===== src/hsg_pkg.sv =====
`default_nettype none
package hsg_pkg;
	localparam logic [1:0] OP_WRITE  = 2'd0;
	localparam logic [1:0] OP_READ   = 2'd1;
	localparam logic [1:0] OP_STEP   = 2'd2;
	localparam logic [1:0] OP_UNUSED = 2'd3;

	localparam logic [2:0] REG_DIFF  = 3'd0;
	localparam logic [2:0] REG_GEN   = 3'd1;
	localparam logic [2:0] REG_BND   = 3'd2;
	localparam logic [2:0] REG_FLUID = 3'd3;
	localparam logic [2:0] REG_WALL  = 3'd4;
	localparam logic [2:0] REG_NEAR  = 3'd5;
	localparam logic [2:0] REG_FAR   = 3'd6;
	localparam logic [2:0] REG_EDGES = 3'd7;

	// kinds of cell update in the sweep
	localparam logic [1:0] UPD_DIFF = 2'd0;
	localparam logic [1:0] UPD_NEAR = 2'd1;
	localparam logic [1:0] UPD_FAR  = 2'd2;
	localparam logic [1:0] UPD_SET  = 2'd3;

	typedef struct packed {
		logic [15:0] diff;
		logic signed [23:0] gen;
		logic signed [31:0] bnd;
		logic signed [31:0] fluid;
		logic signed [31:0] wall;
		logic signed [17:0] near;
		logic signed [17:0] far;
		logic edges;
	} cfg_t;

	// controller to datapath
	typedef struct packed {
		logic clr;       // clear the accumulator (to zero, or to the wall drive term)
		logic rd;        // read memory at addr
		logic acc;       // add weight * read data
		logic signed [3:0] wt;
		logic fin;       // form result
		logic [1:0] kind;
		logic wr;        // write result, host data, a constant or read data at waddr
		logic use_host;
		logic use_const; // write const_sel value instead of result
		logic const_sel; // 0 boundary, 1 fluid
		logic cap;       // capture read data as read_value
	} cmd_t;
endpackage
`default_nettype wire


===== src/hsg_ctrl.sv =====
`default_nettype none
module hsg_ctrl #(
	parameter int N = 16,
	parameter int HS = 6,
	parameter int HE = 9,
	parameter int AW = 8
) (
	input  wire logic clk,
	input  wire logic arst_n,
	input  wire logic in_valid,
	output logic in_ready,
	input  wire logic [1:0] operation,
	input  wire logic [3:0] row,
	input  wire logic [3:0] column,
	output logic out_valid,
	input  wire logic out_ready,
	output logic [1:0] done_kind,
	output logic zero_q,
	input  wire logic edges,
	output hsg_pkg::cmd_t cmd,
	output logic [AW-1:0] raddr,
	output logic [AW-1:0] waddr
);
	localparam int CW = $clog2(N);
	localparam logic [3:0] S_IDLE = 4'd0, S_RD = 4'd1, S_RDW = 4'd2, S_OUT = 4'd3,
		S_BND = 4'd4, S_CPR = 4'd5, S_CPW1 = 4'd6, S_CPW = 4'd7, S_HOLE = 4'd8,
		S_TAP = 4'd9, S_MUL = 4'd10, S_RES = 4'd11, S_NEXT = 4'd12;

	logic [3:0] st_q;
	logic [1:0] op_q;
	logic [CW-1:0] i_q, j_q;
	logic [2:0] tap_q;
	logic [1:0] pass_q;  // boundary pass: 0 top, 3 right, 1 left, 2 bottom
	logic [1:0] kind_q;
	logic [AW-1:0] hw_addr;
	logic hw_ok;

	function automatic logic [CW-1:0] clp(input int k);
		if (k < 0) return '0;
		if (k > N - 1) return CW'(N - 1);
		return CW'(k);
	endfunction

	function automatic logic [AW-1:0] ad(input logic [CW-1:0] r, input logic [CW-1:0] c);
		return AW'({r, c});
	endfunction

	assign in_ready = (st_q == S_IDLE);
	assign out_valid = (st_q == S_OUT);
	assign done_kind = op_q;
	assign hw_ok = (32'(row) < N) && (32'(column) < N);
	assign hw_addr = ad(CW'(row), CW'(column));

	// kind of update for cell (i,j)
	function automatic logic [1:0] kind_of(input logic [CW-1:0] i, input logic [CW-1:0] j);
		logic in_rows;
		in_rows = (int'(i) >= HS) && (int'(i) <= HE);
		if (int'(i) > HS && int'(i) < HE && int'(j) > HS && int'(j) < HE)
			return hsg_pkg::UPD_SET;
		if (int'(j) == HS + 1 && in_rows) return hsg_pkg::UPD_NEAR;
		if (int'(j) == HE - 1 && in_rows) return hsg_pkg::UPD_FAR;
		return hsg_pkg::UPD_DIFF;
	endfunction

	always_comb begin
		cmd = '0;
		cmd.kind = kind_q;
		raddr = '0;
		waddr = ad(i_q, j_q);
		case (st_q)
			S_IDLE: begin
				if (in_valid && operation == hsg_pkg::OP_WRITE && hw_ok) begin
					cmd.wr = 1'b1;
					cmd.use_host = 1'b1;
					waddr = hw_addr;
				end
				if (in_valid && operation == hsg_pkg::OP_READ && hw_ok) begin
					cmd.rd = 1'b1;
					raddr = hw_addr;
				end
			end
			S_RDW: cmd.cap = 1'b1;
			S_BND: begin
				cmd.wr = 1'b1;
				cmd.use_const = 1'b1;
				if (pass_q == 2'd0) waddr = ad('0, j_q);
				else waddr = ad(j_q, CW'(N - 1));
			end
			S_CPR: begin
				cmd.rd = 1'b1;
				if (pass_q == 2'd1) raddr = ad(j_q, CW'(1));
				else raddr = ad(CW'(N - 2), j_q);
			end
			S_CPW: begin
				cmd.wr = 1'b1;
				cmd.use_const = edges;
				if (pass_q == 2'd1) waddr = ad(j_q, '0);
				else waddr = ad(CW'(N - 1), j_q);
			end
			S_HOLE: begin
				cmd.wr = 1'b1;
				cmd.use_const = 1'b1;
				cmd.const_sel = 1'b1;
			end
			S_TAP: begin
				if (tap_q == 3'd0) cmd.clr = 1'b1;
				cmd.rd = 1'b1;
				cmd.acc = 1'b1;
				case (kind_q)
					hsg_pkg::UPD_NEAR: begin
						case (tap_q)
							3'd0: begin raddr = ad(i_q, clp(int'(j_q) - 1)); cmd.wt = 4'sd4; end
							default: begin raddr = ad(i_q, clp(int'(j_q) - 2)); cmd.wt = -4'sd1; end
						endcase
					end
					hsg_pkg::UPD_FAR: begin
						case (tap_q)
							3'd0: begin raddr = ad(i_q, clp(int'(j_q) + 1)); cmd.wt = -4'sd4; end
							default: begin raddr = ad(i_q, clp(int'(j_q) + 2)); cmd.wt = 4'sd1; end
						endcase
					end
					default: begin
						cmd.wt = 4'sd1;
						case (tap_q)
							3'd0: begin raddr = ad(i_q, j_q); cmd.wt = -4'sd4; end
							3'd1: raddr = ad(i_q + 1'b1, j_q);
							3'd2: raddr = ad(i_q - 1'b1, j_q);
							3'd3: raddr = ad(i_q, j_q + 1'b1);
							default: raddr = ad(i_q, j_q - 1'b1);
						endcase
					end
				endcase
			end
			S_NEXT: begin
				// last tap is in the sum, product lands in the multiply register
			end
			S_RES: begin
				cmd.fin = 1'b1;
				// cells inside the hollow square keep their value
				cmd.wr = (kind_q != hsg_pkg::UPD_SET);
			end
			default: ;
		endcase
	end

	logic [2:0] ntaps;
	assign ntaps = (kind_q == hsg_pkg::UPD_DIFF) ? 3'd5 : 3'd2;

	always_ff @(posedge clk or negedge arst_n) begin
		if (!arst_n) begin
			st_q <= S_IDLE;
			op_q <= '0;
			i_q <= '0;
			j_q <= '0;
			tap_q <= '0;
			pass_q <= '0;
			kind_q <= '0;
			zero_q <= 1'b1;
		end else begin
			case (st_q)
				S_IDLE: if (in_valid) begin
					op_q <= operation;
					zero_q <= !(operation == hsg_pkg::OP_READ && hw_ok);
					if (operation == hsg_pkg::OP_READ && hw_ok) st_q <= S_RD;
					else if (operation == hsg_pkg::OP_STEP) begin
						st_q <= S_BND;
						pass_q <= 2'd0;
						j_q <= '0;
					end else st_q <= S_OUT;
				end
				S_RD: st_q <= S_RDW;
				S_RDW: st_q <= S_OUT;
				S_OUT: if (out_ready) st_q <= S_IDLE;
				S_BND: begin
					if (pass_q == 2'd0) pass_q <= 2'd3;
					else if (j_q == CW'(N - 1)) begin
						j_q <= '0;
						pass_q <= 2'd1;
						st_q <= S_CPR;
					end else begin
						pass_q <= 2'd0;
						j_q <= j_q + 1'b1;
					end
				end
				S_CPR: st_q <= S_CPW1;
				S_CPW1: st_q <= S_CPW;
				S_CPW: begin
					if (pass_q == 2'd1) pass_q <= 2'd2;
					else begin
						pass_q <= 2'd1;
						if (j_q == CW'(N - 1)) begin
							if (HS < HE && HS < N) begin
								i_q <= CW'(HS);
								j_q <= CW'(HS);
								st_q <= S_HOLE;
							end else begin
								i_q <= CW'(1);
								j_q <= CW'(1);
								kind_q <= kind_of(CW'(1), CW'(1));
								tap_q <= '0;
								st_q <= S_TAP;
							end
						end else j_q <= j_q + 1'b1;
					end
					if (!(pass_q == 2'd2 && j_q == CW'(N - 1))) st_q <= S_CPR;
				end
				S_HOLE: begin
					if (int'(j_q) >= HE - 1 || int'(j_q) >= N - 1) begin
						if (int'(i_q) >= HE - 1 || int'(i_q) >= N - 1) begin
							i_q <= CW'(1);
							j_q <= CW'(1);
							kind_q <= kind_of(CW'(1), CW'(1));
							tap_q <= '0;
							st_q <= S_TAP;
						end else begin
							i_q <= i_q + 1'b1;
							j_q <= CW'(HS);
						end
					end else j_q <= j_q + 1'b1;
				end
				S_TAP: begin
					if (kind_q == hsg_pkg::UPD_SET) st_q <= S_RES;
					else if (tap_q == ntaps - 3'd1) begin
						tap_q <= '0;
						st_q <= S_MUL;
					end else tap_q <= tap_q + 1'b1;
				end
				S_MUL: st_q <= S_NEXT;
				S_NEXT: st_q <= S_RES;
				S_RES: begin
					if (j_q == CW'(N - 2)) begin
						if (i_q == CW'(N - 2)) st_q <= S_OUT;
						else begin
							i_q <= i_q + 1'b1;
							j_q <= CW'(1);
							kind_q <= kind_of(i_q + 1'b1, CW'(1));
							st_q <= S_TAP;
						end
					end else begin
						j_q <= j_q + 1'b1;
						kind_q <= kind_of(i_q, j_q + 1'b1);
						st_q <= S_TAP;
					end
				end
				default: st_q <= S_IDLE;
			endcase
		end
	end
endmodule
`default_nettype wire


===== config.mk =====
export PLATFORM = sky130hd
export DESIGN_NAME = hsg_ctrl
export DESIGN_NICKNAME = d
export VERILOG_FILES = /design/src/hsg_pkg.sv /design/src/hsg_ctrl.sv
export SDC_FILE = /design/constraint.sdc
export NUM_CORES = 1
export LEC_CHECK = 0
export ABC_AREA = 1
export ABC_CLOCK_PERIOD_IN_PS = 2009
export BUFFER_PORTS_ARGS = -buffer_cell sky130_fd_sc_hd__buf_2
export CAP_MARGIN = 20
export CORE_MARGIN = 3
export CORE_UTILIZATION = 52
export DETAILED_ROUTE_END_ITERATION = 10
export HOLD_SLACK_MARGIN = 0.08
export PLACE_DENSITY = 0.78
export RECOVER_POWER = 25
export SLEW_MARGIN = 15
export SYNTH_ARGS = -nofsm -noshare
export SYNTH_HDL_FRONTEND = slang
export SYNTH_SLANG_ARGS = --single-unit

===== constraint.sdc =====
create_clock -name clk -period 2.01 [get_ports clk]
set_input_delay 0.201 -clock clk [delete_from_list [all_inputs] [get_ports clk]]
set_output_delay 0.201 -clock clk [all_outputs]
set_load 0.01 [all_outputs]

==> metrics.txt <==
status=complete, but fails checks; failing checks=negative setup slack; Core Rows=26; total track usage=30.4%; Worst setup SP type=register; Routed Antenna Nets=0; Final Skew=0.0136 ns; leakage=2.07 nW; area grow syn2layout=34.7%; Pre-antenna DRT Iters=5; multi-input logic area=2350 um^2; clock sink count=22; fmax=0.465 GHz; Max Slew Vio Count=0; global placer's final weighted congestion=1.01; vias in the first global route=3272; worst skew pair latency=0.29 ns; Synth Area in Compound Gates=18.3%; Final Hold Fails=0; CP Buf/Inv Count=4; PwrDens=1020 nW/um^2; Overflow after GRT=0; share of cells above drive strength 1=33.0%; I/O Pins=51; Seq cells post-synth=22; final cell count without fillers=640; RSZ-0062 raised after global routing=true; maximum fanout along the worst path=4; main combinational cell family by area after synthesis=simple AND/OR/NAND/NOR gates; largest net degree at the start of global routing=23; max_cap viols=0; crit-path cells=inv_4 > buf_12 > ha_4 > nand2_4 > inv_2 > o21ai_2 > nand2_1 > o211ai_1 > nand3_1 > nand3_2 > buf_6; adder-cell share of the synthesized area=12.5%; Critical Path Sink Type=output pin; worst-margin pin slew=1.32 ns; final period utilization=107%; Max Buffers Root-to-Sink=2; Post-Syn Area per Cell=6.01 um^2; mux share of post-synthesis cell area=0%; Die Span Y=80.7 um; xor and xnor area share after synthesis=0.905%; Rel. slew slack=12.1%; global-route wire length before repair=15500 um; Final Critical Period=2.15 ns; filler instances=443; Critical Path AT=1.95 ns; H-tree Lvls=1; placed insts=624; synth warn=0; Port Buffers=50; Crit-path slowest cell=dfrtp_2; Die Wd=80.7 um; initial DRC count=307; Setup WS post-layout=-0.141 ns; Reg clk slew, reported paths=0.10 ns; DR vias=3710; CTS tree=done; Mapped Cells=483; Worst path top cell family by delay=flip-flops; cell area after synthesis=2900 um^2; peak supply drop=0.789 mV; Vias per Instance=5.80; CTS buffer count=3; kind of critical path=reg -> out; DR WL/cell=16.0 um; initial core utilization=55.4%; final net count=615; final setup vio count=8; Remaining DRCs=0; setup TNS=-0.653 ns; Reg area=561 um^2; worst endpoint required time=1.81 ns; clk root buf=clkbuf_8; number of antenna violations at the first check in global routing=0; worst stage delay on the critical path=0.44 ns; number of diodes=0; simple logic cell fraction of the synthesized area=39.9%; core outline area=5240 um^2; full die area=6510 um^2; Net Count, Synth=527; Hold Path Class=in -> reg; DP HPWL=7600 um; sequential share of the synthesized area=19.0%; cell taking the most area after synthesis=dfrtp_1; Area contributors post-synth=dfrtp_1, nand2_1, ha_1; unique cell type count in the Yosys netlist=32; Synth top area share=18.1%; Post-Route WL=10200 um
[cells in the mapped netlist (all sizes together)]
cell,instances
o221ai,4
nand2,142
xor2,2
dfrtp,21
a21oi,29
o2111ai,1
inv,63
o31ai,1
o211ai,9
nor2,64
a32oi,1
buf,3
nand3,47
or2,1
a21o,1
o22ai,3
o21a,1
o21ai,42
xnor2,1
nand4,6
clkbuf,5
dfstp,1
clkinv,1
ha,29
nor3,5
[logic make-up (layout without fill, tap and decap cells)]
kind of cell,after synthesis,after routing
xor gates and xnor gates,3,3
AOI/OAI and AO/OA,92,92
and+or+nand+nor,265,265
buffers and inverters,72,159
DFF,22,22
adders and majority gates,29,29
[worst paths after layout]
| kind | startpoint | to | slack, ns | cells after the start |
|---|---|---|---|---|
| max in group asynchronous | arst_n | j_q[2]$_DFFE_PN0P_ | 0.40 | 2 |
| setup / recovery | tap_q[0]$_DFFE_PN0P_ | raddr[4] | -0.14 | 11 |
| hold reg to reg | done_kind[0]$_DFFE_PN0P_ | done_kind[0]$_DFFE_PN0P_ | 0.50 | 2 |
| min in group asynchronous | arst_n | done_kind[0]$_DFFE_PN0P_ | 0.72 | 2 |
| setup reg to reg | j_q[1]$_DFFE_PN0P_ | i_q[3]$_DFFE_PN0P_ | 0.17 | 9 |
| hold / removal | out_ready | st_q[1]$_DFFE_PN0P_ | 0.22 | 4 |
[power by group]
group / internal, W / total (W) / switching, W / leakage, nW
Combinational: 0.00108 / 0.00281 / 0.00173 / 1.75
Clock: 0.000267 / 0.000452 / 0.000184 / 0.0357
Sequential: 0.000575 / 0.000728 / 0.000154 / 0.279
Total: 0.00192 / 0.00399 / 0.00207 / 2.07
[layout make-up]
cell class	instances	area share [%]
clock buffers	3	1.06
repair buffers	91	15.2
multi-input cells	389	60.1
flip-flops and latches	22	14.3
inverters	64	6.34
well taps	70	2.24
clock inverters	1	0.768
[stage by stage]
stage	setup WS (ns)	hold WS (ns)	instance area (um^2)	power, W	utilization, %
floorplan	0.0366	-0.0946	2900	0.00222	-
global route	-0.216	0.249	3910	0.00426	74.6
global placement	0.0654	0.209	3420	0.00295	65.4
CTS	-0.0501	0.209	3710	0.00364	70.9
finish	-0.141	0.216	3910	0.00399	74.6
detailed placement	-0.00337	0.215	3420	0.00299	65.4
[placed cells by master (no fill, tap or decap), types with 2 or more instances in the layout]
cell type | synthesis | layout
a21oi_1 | 29 | 27
nor2_1 | 55 | 41
inv_1 | 54 | 42
nor3_1 | 5 | 5
a21oi_2 | 0 | 2
buf_6 | 0 | 5
nor2_4 | 6 | 13
nand2_2 | 6 | 9
xor2_1 | 2 | 2
o22ai_1 | 3 | 3
nand3_1 | 46 | 43
o221ai_2 | 0 | 2
dfrtp_2 | 0 | 7
ha_1 | 29 | 19
nor2_2 | 3 | 10
ha_4 | 0 | 4
nand2_1 | 135 | 126
o21ai_4 | 0 | 2
dfrtp_1 | 21 | 14
ha_2 | 0 | 6
nand2_4 | 1 | 7
buf_4 | 0 | 35
nand4_1 | 6 | 6
o211ai_1 | 9 | 9
o21ai_0 | 37 | 29
clkbuf_8 | 0 | 3
inv_2 | 9 | 20
o21ai_1 | 5 | 8
nand3_2 | 1 | 3
buf_2 | 3 | 48
o221ai_1 | 4 | 2
o21ai_2 | 0 | 3
[registers in the layout, summed over array words and instances, names as in the netlist]
signal / cells
i_q: 4
j_q: 4
st_q: 4
tap_q: 3
done_kind: 2
kind_q: 2
pass_q: 2
zero_q: 1
[timing repair]
item | CTS | global route
buffers inserted | 4 | 7
pin swaps | 17 | 13
gates resized for setup | 57 | 44
endpoints found under the setup margin | 18 | 18
hold buffers | 1 | 0
hold endpoints to repair | 21 | 0
[metal layers]
| layer | track usage [%] | vias up | share of wire, % |
|---|---|---|---|
| met5 | 0 | - | 0 |
| met4 | 10.5 | 0 | 3.6 |
| met3 | 3.36 | 43 | 7.8 |
| met2 | 54.1 | 216 | 48 |
| met1 | 37.9 | 1695 | 40 |
| li1 | - | 1756 | - |
[worst register-to-register path, cell delays in order, from the launching register on]
cell and delay (ns):
dfrtp_2 0.42, ha_1 0.23, nand3_1 0.20, buf_4 0.21, inv_1 0.14, a21oi_1 0.10, nor2_2 0.16, o31ai_4 0.13
nand2_1 0.08, o21ai_0 0.08
Power figures use the tool's default switching activity.
